`src/hdl/abmh_pkg.sv`:
```
// Shared types, codes and helpers for the accessory bus message handler.
`timescale 1ns / 1ps
`default_nettype none

package abmh_pkg;

  // Request kinds on the input channel
  localparam logic [2:0] REQ_RX_BYTE  = 3'd0;
  localparam logic [2:0] REQ_READ     = 3'd1;
  localparam logic [2:0] REQ_FEEDBACK = 3'd2;
  localparam logic [2:0] REQ_POWER    = 3'd3;
  localparam logic [2:0] REQ_TURNOUT  = 3'd4;

  // Received header bytes
  localparam logic [7:0] HDR_ACC_INFO  = 8'h42;
  localparam logic [7:0] HDR_BCAST     = 8'h61;
  localparam logic [7:0] HDR_ESTOP     = 8'h81;
  localparam logic [7:0] HDR_STATUS    = 8'h62;
  localparam logic [7:0] ID_STATUS     = 8'h22;
  localparam logic [7:0] ID_TRACK_OFF  = 8'h00;
  localparam logic [7:0] ID_TRACK_ON   = 8'h01;
  localparam logic [7:0] ID_PROG_MODE  = 8'h02;
  localparam logic [7:0] ID_BUSY       = 8'h81;
  localparam logic [7:0] STATUS_OFF_MASK = 8'h4B;

  // Transmitted message bytes
  localparam logic [7:0] TX_ACC_INFO_REQ = 8'h42;
  localparam logic [7:0] TX_ACC_OP       = 8'h52;
  localparam logic [7:0] TX_STATUS_HDR   = 8'h21;
  localparam logic [7:0] TX_STATUS_ID    = 8'h24;
  localparam logic [7:0] TX_LO_BASE      = 8'h80;
  localparam logic [7:0] TX_LO_PRESS     = 8'h88;

  // Turnout states as held in the table
  localparam logic [1:0] TURN_UNKNOWN = 2'd0;
  localparam logic [1:0] TURN_PLUS    = 2'd1;
  localparam logic [1:0] TURN_MINUS   = 2'd2;

  // Kind of outgoing run for one request
  typedef enum logic [1:0] {
    KIND_NONE,
    KIND_FEEDBACK,
    KIND_POWER,
    KIND_TURNOUT
  } kind_t;

  // Result descriptor handed from the decode stage to the transmit sequencer
  typedef struct packed {
    kind_t      kind;
    logic [7:0] hi;        // address high byte
    logic [2:0] lo;        // low address bits (and direction for turnouts)
    logic       power;
    logic       answered;
    logic       busy;
    logic       tread;     // table read in range
    logic       tsel;      // odd entry of the row
  } res_t;

  // Number of results for each kind
  function automatic logic [2:0] res_count(kind_t k);
    logic [2:0] n;
    unique case (k)
      KIND_FEEDBACK: n = 3'd3;
      KIND_POWER:    n = 3'd2;
      KIND_TURNOUT:  n = 3'd6;
      default:       n = 3'd1;
    endcase
    return n;
  endfunction

  // Feedback code on the bus to table state
  function automatic logic [1:0] decode_state(logic [1:0] code);
    logic [1:0] v;
    unique case (code)
      2'd1:    v = TURN_MINUS;
      2'd2:    v = TURN_PLUS;
      default: v = TURN_UNKNOWN;
    endcase
    return v;
  endfunction

endpackage

`default_nettype wire

```
`src/hdl/abmh_core.sv`:
```
// Receive decoding, request tracking and the turnout state table.
`timescale 1ns / 1ps
`default_nettype none

module abmh_core #(
  parameter int TABLE_ENTRIES = 1024,
  parameter int MAX_MSG_BYTES = 64
) (
  input  wire logic             clk,
  input  wire logic             rst_n,
  input  wire logic             adv,
  input  wire logic [2:0]       req_type,
  input  wire logic [7:0]       rx_byte,
  input  wire logic             rx_end,
  input  wire logic [10:0]      accessory_number,
  input  wire logic             turn_direction,
  output abmh_pkg::res_t        desc,
  output logic [3:0]            rd_row,
  output logic                  clr_busy
);
  import abmh_pkg::*;

  localparam int ROWS  = (TABLE_ENTRIES + 1) / 2;
  localparam int ROW_W = $clog2(ROWS);
  localparam int POS_W = $clog2(MAX_MSG_BYTES + 1);

  logic [POS_W-1:0] pos_r, pos_nxt, pos_inc;
  logic [7:0]       head_r [3];
  logic [7:0]       head_nxt [3];
  logic [7:0]       hold_r [2];
  logic [7:0]       hold_nxt [2];
  logic             power_r, power_nxt;
  logic             pend_r, pend_nxt;
  logic             pend_pwr_r, pend_pwr_nxt;
  logic [8:0]       pend_mod_r, pend_mod_nxt;
  logic             busy;
  logic             pair_wr;

  logic [9:0]       acc;
  logic [8:0]       pair_mod;
  logic             pair_in_range;
  logic [ROW_W-1:0] rd_addr;

  logic [3:0]       mem [ROWS];
  logic [3:0]       rd_row_r;
  logic             clr_r;
  logic [ROW_W-1:0] clr_idx_r;

  // Zero-based accessory number, wraps modulo 1024
  assign acc           = 10'(accessory_number - 11'd1);
  assign pair_mod      = {hold_r[0], hold_r[1][4]};
  assign pair_in_range = ({1'b0, pair_mod} < 10'(ROWS));
  assign rd_addr       = acc[ROW_W:1];

  // Next state and result descriptor
  always_comb begin
    pos_nxt      = pos_r;
    pos_inc      = pos_r;
    head_nxt     = head_r;
    hold_nxt     = hold_r;
    power_nxt    = power_r;
    pend_nxt     = pend_r;
    pend_pwr_nxt = pend_pwr_r;
    pend_mod_nxt = pend_mod_r;
    busy         = 1'b0;
    pair_wr      = 1'b0;
    desc         = '0;
    desc.kind    = KIND_NONE;
    desc.hi      = acc[9:2];
    desc.lo      = {acc[1:0], turn_direction};
    desc.tsel    = acc[0];
    unique case (req_type)
      REQ_RX_BYTE: begin
        if (pos_r < POS_W'(MAX_MSG_BYTES)) begin
          for (int k = 0; k < 3; k++) begin
            if (pos_r == POS_W'(k)) head_nxt[k] = rx_byte;
          end
          if (pos_r != '0) begin
            if (pos_r[0]) begin
              // previous pair is complete once the next byte shows up
              if (pos_r >= POS_W'(3) && head_r[0] == HDR_ACC_INFO) begin
                pair_wr = 1'b1;
                if (pend_r && !pend_pwr_r && pend_mod_r == pair_mod) pend_nxt = 1'b0;
              end
              hold_nxt[0] = rx_byte;
            end else begin
              hold_nxt[1] = rx_byte;
            end
          end
          pos_inc = pos_r + POS_W'(1);
        end
        pos_nxt = pos_inc;
        if (rx_end) begin
          pos_nxt = '0;
          // three byte broadcasts
          if (pos_inc == POS_W'(3)) begin
            if (head_r[0] == HDR_BCAST && head_r[1] == ID_TRACK_OFF) power_nxt = 1'b0;
            if (head_r[0] == HDR_BCAST && head_r[1] == ID_TRACK_ON)  power_nxt = 1'b1;
            if (head_r[0] == HDR_ESTOP && head_r[1] == ID_TRACK_OFF) power_nxt = 1'b0;
            if (head_r[0] == HDR_BCAST && head_r[1] == ID_PROG_MODE) power_nxt = 1'b0;
            if (head_r[0] == HDR_BCAST && head_r[1] == ID_BUSY)      busy = 1'b1;
          end
          // status reply
          if (pos_inc == POS_W'(4) && head_r[0] == HDR_STATUS && head_r[1] == ID_STATUS) begin
            if (pend_r && pend_pwr_r) pend_nxt = 1'b0;
            power_nxt = ((head_r[2] & STATUS_OFF_MASK) == 8'h00);
          end
        end
      end
      REQ_READ: begin
        desc.tread = ({1'b0, acc} < 11'(TABLE_ENTRIES));
      end
      REQ_FEEDBACK: begin
        desc.kind    = KIND_FEEDBACK;
        desc.lo      = {2'b00, acc[1]};
        pend_nxt     = 1'b1;
        pend_pwr_nxt = 1'b0;
        pend_mod_nxt = acc[9:1];
      end
      REQ_POWER: begin
        desc.kind    = KIND_POWER;
        pend_nxt     = 1'b1;
        pend_pwr_nxt = 1'b1;
      end
      REQ_TURNOUT: begin
        if (power_r) desc.kind = KIND_TURNOUT;
      end
      default: begin
      end
    endcase
    desc.power    = power_nxt;
    desc.answered = !pend_nxt;
    desc.busy     = busy;
  end

  // Decode state registers
  always_ff @(posedge clk) begin
    if (!rst_n) begin
      pos_r      <= '0;
      head_r     <= '{default: 8'h00};
      hold_r     <= '{default: 8'h00};
      power_r    <= 1'b0;
      pend_r     <= 1'b0;
      pend_pwr_r <= 1'b0;
      pend_mod_r <= '0;
    end else if (adv) begin
      pos_r      <= pos_nxt;
      head_r     <= head_nxt;
      hold_r     <= hold_nxt;
      power_r    <= power_nxt;
      pend_r     <= pend_nxt;
      pend_pwr_r <= pend_pwr_nxt;
      pend_mod_r <= pend_mod_nxt;
    end
  end

  // Clearing pass over the table after reset
  always_ff @(posedge clk) begin
    if (!rst_n) begin
      clr_r     <= 1'b1;
      clr_idx_r <= '0;
    end else if (clr_r) begin
      clr_idx_r <= clr_idx_r + ROW_W'(1);
      if (clr_idx_r == ROW_W'(ROWS - 1)) clr_r <= 1'b0;
    end
  end

  // Turnout table, one row per module (two entries)
  always_ff @(posedge clk) begin
    if (clr_r) begin
      mem[clr_idx_r] <= '0;
    end else if (adv && pair_wr && pair_in_range) begin
      mem[pair_mod[ROW_W-1:0]] <= {decode_state(hold_r[1][3:2]),
                                   decode_state(hold_r[1][1:0])};
    end
    if (adv) rd_row_r <= mem[rd_addr];
  end

  assign rd_row   = rd_row_r;
  assign clr_busy = clr_r;

endmodule

`default_nettype wire

```
`src/hdl/abmh_tx_seq.sv`:
```
// Result register and sequencer that emits the results of one request.
`timescale 1ns / 1ps
`default_nettype none

module abmh_tx_seq (
  input  wire logic           clk,
  input  wire logic           rst_n,
  input  wire logic           load,
  input  wire abmh_pkg::res_t desc_in,
  input  wire logic [3:0]     rd_row,
  output logic                free,
  output logic                out_valid,
  input  wire logic           out_stall,
  output logic                out_tx_valid,
  output logic [7:0]          out_tx_byte,
  output logic                out_tx_msg_end,
  output logic [1:0]          out_turnout_value,
  output logic                out_power_flag,
  output logic                out_request_answered,
  output logic                out_busy_pulse,
  output logic                out_run_last
);
  import abmh_pkg::*;

  logic       s2_valid_r;
  res_t       desc_r;
  logic [2:0] idx_r;
  logic       last;

  assign last = (idx_r == res_count(desc_r.kind) - 3'd1);
  assign free = !s2_valid_r || (!out_stall && last);

  // Result register and run index
  always_ff @(posedge clk) begin
    if (!rst_n) begin
      s2_valid_r <= 1'b0;
      idx_r      <= '0;
    end else if (load) begin
      s2_valid_r <= 1'b1;
      idx_r      <= '0;
    end else if (s2_valid_r && !out_stall) begin
      if (last) s2_valid_r <= 1'b0;
      else      idx_r      <= idx_r + 3'd1;
    end
  end

  always_ff @(posedge clk) begin
    if (load) desc_r <= desc_in;
  end

  // Byte selection for the current position in the run
  always_comb begin
    out_tx_byte    = 8'h00;
    out_tx_msg_end = 1'b0;
    unique case (desc_r.kind)
      KIND_FEEDBACK: begin
        unique case (idx_r)
          3'd0:    out_tx_byte = TX_ACC_INFO_REQ;
          3'd1:    out_tx_byte = desc_r.hi;
          default: begin
            out_tx_byte    = TX_LO_BASE | {5'd0, desc_r.lo};
            out_tx_msg_end = 1'b1;
          end
        endcase
      end
      KIND_POWER: begin
        if (idx_r == 3'd0) begin
          out_tx_byte = TX_STATUS_HDR;
        end else begin
          out_tx_byte    = TX_STATUS_ID;
          out_tx_msg_end = 1'b1;
        end
      end
      KIND_TURNOUT: begin
        unique case (idx_r)
          3'd0, 3'd3: out_tx_byte = TX_ACC_OP;
          3'd1, 3'd4: out_tx_byte = desc_r.hi;
          3'd2: begin
            out_tx_byte    = TX_LO_PRESS | {5'd0, desc_r.lo};
            out_tx_msg_end = 1'b1;
          end
          default: begin
            out_tx_byte    = TX_LO_BASE | {5'd0, desc_r.lo};
            out_tx_msg_end = 1'b1;
          end
        endcase
      end
      default: begin
      end
    endcase
  end

  assign out_valid            = s2_valid_r;
  assign out_tx_valid         = (desc_r.kind != KIND_NONE);
  assign out_turnout_value    = !desc_r.tread ? TURN_UNKNOWN :
                                (desc_r.tsel ? rd_row[3:2] : rd_row[1:0]);
  assign out_power_flag       = desc_r.power;
  assign out_request_answered = desc_r.answered;
  assign out_busy_pulse       = desc_r.busy;
  assign out_run_last         = last;

endmodule

`default_nettype wire

```
`src/hdl/accessory_bus_message_handler.sv`:
```
// Top level of the accessory bus message handler.
// Requests enter an input register, are decoded in one pass into a result register and then
// leave as a run of results: one for a received byte, a table read, an idle turnout action or
// an unused code, two for a power request, three for a feedback request and six for a turnout
// action with power on. A new request is taken every cycle while runs are one result long and
// out_stall is low; otherwise the output sequencer sets the rate at one result per cycle while
// out_stall is low, and a request holds the block until its run is through. A request passes
// the input register and then the result register before its first result shows. After reset
// the turnout table (two entries per row) is cleared row by row, during which in_stall is high.
`timescale 1ns / 1ps
`default_nettype none

module accessory_bus_message_handler #(
  parameter int TABLE_ENTRIES = 1024,
  parameter int MAX_MSG_BYTES = 64
) (
  input  wire logic        clk,
  input  wire logic        rst_n,
  input  wire logic        in_valid,
  output logic             in_stall,
  input  wire logic [2:0]  in_req_type,
  input  wire logic [7:0]  in_rx_byte,
  input  wire logic        in_rx_end,
  input  wire logic [10:0] in_accessory_number,
  input  wire logic        in_turn_direction,
  output logic             out_valid,
  input  wire logic        out_stall,
  output logic             out_tx_valid,
  output logic [7:0]       out_tx_byte,
  output logic             out_tx_msg_end,
  output logic [1:0]       out_turnout_value,
  output logic             out_power_flag,
  output logic             out_request_answered,
  output logic             out_busy_pulse,
  output logic             out_run_last
);
  import abmh_pkg::*;

  logic        s1_valid_r;
  logic [2:0]  s1_req_r;
  logic [7:0]  s1_rx_byte_r;
  logic        s1_rx_end_r;
  logic [10:0] s1_num_r;
  logic        s1_dir_r;

  logic        accept;
  logic        adv;
  logic        s2_free;
  logic        clr_busy;
  res_t        desc;
  logic [3:0]  rd_row;

  // Handshake: take a request while the table is not being cleared and the input register is empty or moving on
  assign adv      = s1_valid_r && s2_free;
  assign in_stall = clr_busy || (s1_valid_r && !s2_free);
  assign accept   = in_valid && !in_stall;

  // Input register
  always_ff @(posedge clk) begin
    if (!rst_n) begin
      s1_valid_r <= 1'b0;
    end else if (accept) begin
      s1_valid_r <= 1'b1;
    end else if (adv) begin
      s1_valid_r <= 1'b0;
    end
  end

  always_ff @(posedge clk) begin
    if (accept) begin
      s1_req_r     <= in_req_type;
      s1_rx_byte_r <= in_rx_byte;
      s1_rx_end_r  <= in_rx_end;
      s1_num_r     <= in_accessory_number;
      s1_dir_r     <= in_turn_direction;
    end
  end

  abmh_core #(
    .TABLE_ENTRIES (TABLE_ENTRIES),
    .MAX_MSG_BYTES (MAX_MSG_BYTES)
  ) u_core (
    .clk              (clk),
    .rst_n            (rst_n),
    .adv              (adv),
    .req_type         (s1_req_r),
    .rx_byte          (s1_rx_byte_r),
    .rx_end           (s1_rx_end_r),
    .accessory_number (s1_num_r),
    .turn_direction   (s1_dir_r),
    .desc             (desc),
    .rd_row           (rd_row),
    .clr_busy         (clr_busy)
  );

  abmh_tx_seq u_tx_seq (
    .clk                  (clk),
    .rst_n                (rst_n),
    .load                 (adv),
    .desc_in              (desc),
    .rd_row               (rd_row),
    .free                 (s2_free),
    .out_valid            (out_valid),
    .out_stall            (out_stall),
    .out_tx_valid         (out_tx_valid),
    .out_tx_byte          (out_tx_byte),
    .out_tx_msg_end       (out_tx_msg_end),
    .out_turnout_value    (out_turnout_value),
    .out_power_flag       (out_power_flag),
    .out_request_answered (out_request_answered),
    .out_busy_pulse       (out_busy_pulse),
    .out_run_last         (out_run_last)
  );

endmodule

`default_nettype wire

```
`config.mk`:
```
export PLATFORM = sky130hd
export DESIGN_NAME = accessory_bus_message_handler
export DESIGN_NICKNAME = d
export VERILOG_FILES = /design/src/hdl/abmh_pkg.sv /design/src/hdl/abmh_core.sv /design/src/hdl/abmh_tx_seq.sv /design/src/hdl/accessory_bus_message_handler.sv
export SDC_FILE = /design/constraint.sdc
export NUM_CORES = 2
export LEC_CHECK = 0
export ABC_AREA = 1
export BUFFER_PORTS_ARGS = -buffer_cell sky130_fd_sc_hd__buf_2
export CORE_ASPECT_RATIO = 1.75
export CORE_MARGIN = 2
export CORE_UTILIZATION = 60
export DETAILED_ROUTE_END_ITERATION = 10
export PLACE_DENSITY = 0.76
export REMOVE_ABC_BUFFERS = 1
export SLEW_MARGIN = 40
export SYNTH_ARGS = -nofsm -noshare
export SYNTH_HDL_FRONTEND = slang
export SYNTH_SLANG_ARGS = --single-unit
```
`constraint.sdc`:
```
create_clock -name clk -period 54.4 [get_ports clk]
set_input_delay 10.88 -clock clk [delete_from_list [all_inputs] [get_ports clk]]
set_output_delay 10.88 -clock clk [all_outputs]
set_load 0.005 [all_outputs]
```
# --- Yosys cells after proc, flatten, opt, wreduce, memory -nomap -nowiden ---
# Memories as Yosys holds them, arrays and structs flattened. A register that Yosys moved wholly into a read port is not among the register bits.
# Index checks and enable logic that the tools add are counted.
totals:
  ff_bits: 111
  ram_bits: 2048
  in_bits: 28
  memories: 1
op_classes:
  addsub: 5
  order_cmp: 2
  eq_ne: 30
  muxes: 63
  bitwise_logic: 3
  n_reduce_logical: 54
memory_table:
  columns: ["name", "words", "width", "rd", "rd_ports_with_merged_regs", "write_ports", "line", "text"]
  rows:
  - ["u_core.mem", 512, 4, 1, 1, 1, "abmh_core.sv:44", "logic [3:0] mem [ROWS];"]
ops:
  columns: ["op", "n"]
  rows:
  - ["$pmux 8 s3", 2]
  - ["$mux 1", 40]
  - ["$eq 8x7->1 const B", 3]
  - ["$mux 7", 3]
  - ["$logic_and 1x1->1", 17]
  - ["$eq 8x8->1 const B", 2]
  - ["$logic_not 8->1", 2]
  - ["$pmux 8 s2", 1]
  - ["$eq 7x2->1 const B", 2]
  - ["$mux 2", 7]
  - ["$eq 3x2->1 const B", 4]
  - ["$reduce_and 4->1", 3]
  - ["$reduce_and 2->1", 5]
  - ["$reduce_and 5->1", 2]
  - ["$reduce_bool 2->1", 5]
  - ["$reduce_or 2->1", 5]
  - ["$sub 10x1->10 const B", 1]
  - ["$add 9x1->9 const B", 1]
  - ["$eq 9x9->1", 1]
  - ["$eq 9x9->1 const B", 1]
  - ["$mux 9", 1]
  - ["$pmux 3 s3", 1]
  - ["$eq 2x2->1 const B", 4]
  - ["$eq 8x1->1 const B", 1]
  - ["27 further kinds", 43]

# --- Longest topological paths before layout ---
depth:
  depth_word: 13
  ltp_mapped: 19
  ltp_nobuf: 16

# --- Cells and area by module ---
# A second synthesis with hierarchy kept.
hier_totals:
  hier_cells: 8957
  area_unflattened_um2: 92127.1
modules_own_cells:
  columns: ["module", "instances", "cells_per_inst", "area_each_um2", "seq_area_each_um2"]
  rows:
  - ["abmh_core", 1, 8776, 90113.9, 62860.3]
  - ["abmh_tx_seq", 1, 145, 1218.7, 620.6]
  - ["accessory_bus_message_handler", 1, 36, 794.5, 740.7]

# --- Worst setup path after synthesis ---
# No wires, ideal clock.
synth_path:
  path_type: "input port to flip-flop"
  startpoint: "in out_stall"
  endpoint: "mem u_core.mem[0][3], data pin"
  arrival_time_ns: 30.889
  required_time_ns: 50.412
  slack_ns: 19.523
  stages: 7
  cell_sequence: "nand2_1 nand2_4 nor2_8 nand2_1 nor3_1 nand4_1 nor3_1"
synth_via:
  elab_chain_cells: 10
synth_lines:
  columns: ["element", "line", "text"]
  rows:
  - ["from (decl)", "accessory_bus_message_handler.sv:27", "input wire logic out_stall,"]
  - ["$logic_not 1->1", "abmh_tx_seq.sv:31", "assign free = !s2_valid_r || (!out_stall && last);"]
  - ["$logic_and 1x1->1", "abmh_tx_seq.sv:31", null]
  - ["$logic_or 1x1->1", "abmh_tx_seq.sv:31", null]
  - ["$logic_and 1x1->1", "accessory_bus_message_handler.sv:54", "assign adv = s1_valid_r && s2_free;"]
  - ["$logic_and 1x1->1", "abmh_core.sv:172", "end else if (adv && pair_wr && pair_in_range) begin"]
  - ["$mux 1", "abmh_core.sv:172", null]
  - ["$mux 1", "abmh_core.sv:170", "if (clr_r) begin"]
  - ["$mux 1 (implied by the code)", "abmh_core.sv:173", "mem[pair_mod[ROW_W-1:0]] <= {decode_state(hold_r[1][3:2]),"]
  - ["$reduce_or 4->1 (no line)", null, null]
  - ["$mux 4 (no line)", null, null]
  - ["to (decl)", "abmh_core.sv:44", null]
# Every way passes these cells.

# --- Worst setup path after layout ---
layout_path:
  startpoint: "in out_stall"
  endpoint: "out in_stall"
layout_via:
  elab_chain_cells: 6
layout_lines:
  columns: ["element", "line", "text"]
  rows:
  - ["$logic_not 1->1", "abmh_tx_seq.sv:31", null]
  - ["$logic_and 1x1->1", "abmh_tx_seq.sv:31", null]
  - ["$logic_or 1x1->1", "abmh_tx_seq.sv:31", null]
  - ["$logic_not 1->1", "accessory_bus_message_handler.sv:55", "assign in_stall = clr_busy || (s1_valid_r && !s2_free);"]
  - ["$logic_and 1x1->1", "accessory_bus_message_handler.sv:55", null]
  - ["$logic_or 1x1->1", "accessory_bus_message_handler.sv:55", null]
  - ["to (decl)", "accessory_bus_message_handler.sv:20", "output logic in_stall,"]
# Every way passes these cells.

==> reports/results.ini <==
[run_status]
status=finished clean

[placed_design]
io_buffers=44
hpwl_mm=124
dp.cells=10500
place_area_um2=94200
place_congestion=0.866

[sta]
finalSetupTns_ps=0
drv_slew=0
rsz0062_at_grt=no
fmax_mhz=44.1
fin_crit_ps=22700
hold_violations=0
final.period_utilization=0.417
worstMarginPinSlew_ps=905
setup_violations=0
slew_headroom=0.397
clock_skew_ps=40.0

[route]
detail_route.iter0.violations=6641
wl_per_cell_um=21.3
drt_first_pass_iters=8
routed_wl_mm=231
drtAntennaViolNets=0
num_vias=63700
drc=0
viasPerCell=5.87

[clocking]
path_clk_slew_ps=70
cts_hold_buf=0
cts_sinks=2160
cts.path.max_buffers=4
cts-resized-gates=0
post_cts.repair.setup_buffers=0
numCtsBuffers=183
h-tree-depth=4
clock_latency_ps=820
cts-root-buf=clkbuf_16
cts_tree=built

[floorplanning]
rows=190
core-area_um2=153000
io_pins=46
die_w_um=301
start_util=0.603
die_h_um=523
dieArea_um2=157000

[pwr]
vdd.ir_drop.worst_v=0.0000327
p_int_w=0.00251
switching_share=0.187
p_total_w=0.00309
power.density_nw_per_um2=30.9
switchingPower_w=0.000579
p_comb_frac=0.006
seq_power_share=0.581
p_leak_nw=36.3
p_clk_frac=0.413

[logic_synthesis]
avgSynthCellArea_um2=10.3
synth_area_um2=92300
syn_inst=8938
yosysSeqAreaShare=0.695
ys_ff_latch=2160
ys_warn_count=0
synth_edf_count=2093
synth-main-ff-cell=edfxtp_1
async_reset_ff_frac=0
synth.distinct_cells=45

[worst_hold_path]
hp-class=reg -> reg

[critical_path]
critical_path_class=in -> out
crit_top_cell=buf_2
path_cells=buf_2 > nand2_1 > nand2_4 > inv_1 > o21ai_0 > buf_2
worstPathRequired_ps=43520
slowest_stage=o21ai_0
max_stage_delay_ps=330
crit_fanout=5
start_kind=input port
cp.arrival_ps=11820
critPathCaptureType=primary output

[global_routing]
grt_pass1_vias=63300
antenna_found_initial=1
track_usage=0.289
grt_pass1_wl_mm=343
grt_max_degree=222
grt_overflow=0

[final_layout]
final_common_cell=nand2_1
fin_cells=10800
area_growth_pct=8.43
drive_gt1_frac=0.0550
layout_common_cells=nand2_1 (3,223), edfxtp_1 (2,093), nor2_1 (1,274)
nFillCells=11300
design_area_um2=100000
final_nets=8736

[job]
max_cap_viol_count=0

## Yosys cell counts (2+ instances only)
library cell,instances,area share
nand2_1,3243,0.13
edfxtp_1,2093,0.68
nor2_1,1279,0.052
nand3_1,825,0.045
clkbuf_1,431,0.018
o21ai_0,424,0.023
inv_1,227,0.0092
buf_2,80,0.0043
dfxtp_1,67,0.015
a21oi_1,53,0.0029
nand2_4,33,0.0040
nor2_2,24,0.0016
buf_1,22,0.00089
nand4_1,16,0.0011
nor3_1,16,0.00087
ha_1,13,0.0018
xor2_1,10,0.00095
nand2_2,8,0.00054
nor2_4,8,0.00098
buf_4,6,0.00049
nor2_8,6,0.0013
o21ai_4,5,0.00088
inv_2,4,0.00016
nor4_1,4,0.00027
o22ai_1,4,0.00027
xnor2_1,4,0.00038
a211oi_1,3,0.00024
a21oi_2,3,0.00028
clkinv_1,3,0.00012
o211ai_1,3,0.00024
o21ai_1,3,0.00016
a31oi_1,2,0.00014
nand3b_1,2,0.00016
nand4_2,2,0.00027
o211a_1,2,0.00022
## final cells by class
class / instances / area [um^2] / share of cell area
Multi-Input combinational cell: 6004 / 25600 / 0.255
Antenna cell: 2 / 5.00 / 0.0000500
Inverter: 234 / 892 / 0.00891
Tap cell: 2016 / 2520 / 0.0252
Clock buffer: 219 / 4770 / 0.0476
Sequential cell: 2160 / 64200 / 0.641
Clock inverter: 101 / 948 / 0.00947
Timing Repair Buffer: 112 / 1220 / 0.0122
## worst paths after layout
path	from	endpoint	slack (ps)	cells after the start
worst min-delay path	u_core.head_r[17]	u_core.head_r[17]	480	2
worst min register to register	u_core.head_r[17]	u_core.head_r[17]	480	2
worst max-delay path	out_stall	in_stall	31700	6
worst max register to register	s1_num_r[0]	u_core.rd_row[3]	48680	18
## layer usage
metal / global-route usage / wire, um / share of wire
met1: 0.326 / 80000 / 0.35
met4: 0.172 / 14600 / 0.063
met2: 0.520 / 117000 / 0.51
met5: 0 / 0 / 0
met3: 0.0424 / 19000 / 0.082
## per-stage QoR
stage | hold slack (ps) | setup slack, ps | util
2_1_floorplan | 443 | -3480 | -
3_3_place_gp | 458 | 31850 | 0.613
3_5_place_dp | 468 | 31700 | 0.615
4_1_cts | 477 | 31700 | 0.653
5_1_grt | 504 | 31610 | 0.654
6_report | 482 | 31700 | 0.654
## state kept, by name (all words and copies together) (netlist names), 3 cells and up
signal and count:
u_core.hold_r 13, u_core.pend_mod_r 9, u_core.clr_idx_r 9, u_core.mem 2048, u_core.rd_row 4, u_tx_seq.idx_r 3
s1_num_r 10, u_tx_seq.desc_r 15, s1_req_r 3, s1_rx_byte_r 8, u_core.pos_r 7, u_core.head_r 20
## cell families after synthesis
group | synth area share
AO/OA/AOI/OAI | 0.0287
XOR/XNOR | 0.00133
flip-flops | 0.695
adder cells (fa/ha/maj) | 0.00176
buffers and inverters | 0.0329
AND/OR/NAND/NOR | 0.240
## power groups by stage
stage / clock (W) / combinational (W) / sequential [W]
2_1_floorplan: 0 / 0.00000498 / 0.00183
3_3_place_gp: 0 / 0.0000164 / 0.00183
3_5_place_dp: 0 / 0.0000178 / 0.00183
4_1_cts: 0.00128 / 0.0000178 / 0.00180
5_1_grt: 0.00134 / 0.0000186 / 0.00180
6_report: 0.00128 / 0.0000185 / 0.00180
## critical path, delay by kind of cell
family,cells,cell delay [ps]
buf+inv,3,380
compound gates,1,330
simple gates,2,230
Note: power is estimated with default switching activity, not from simulation.
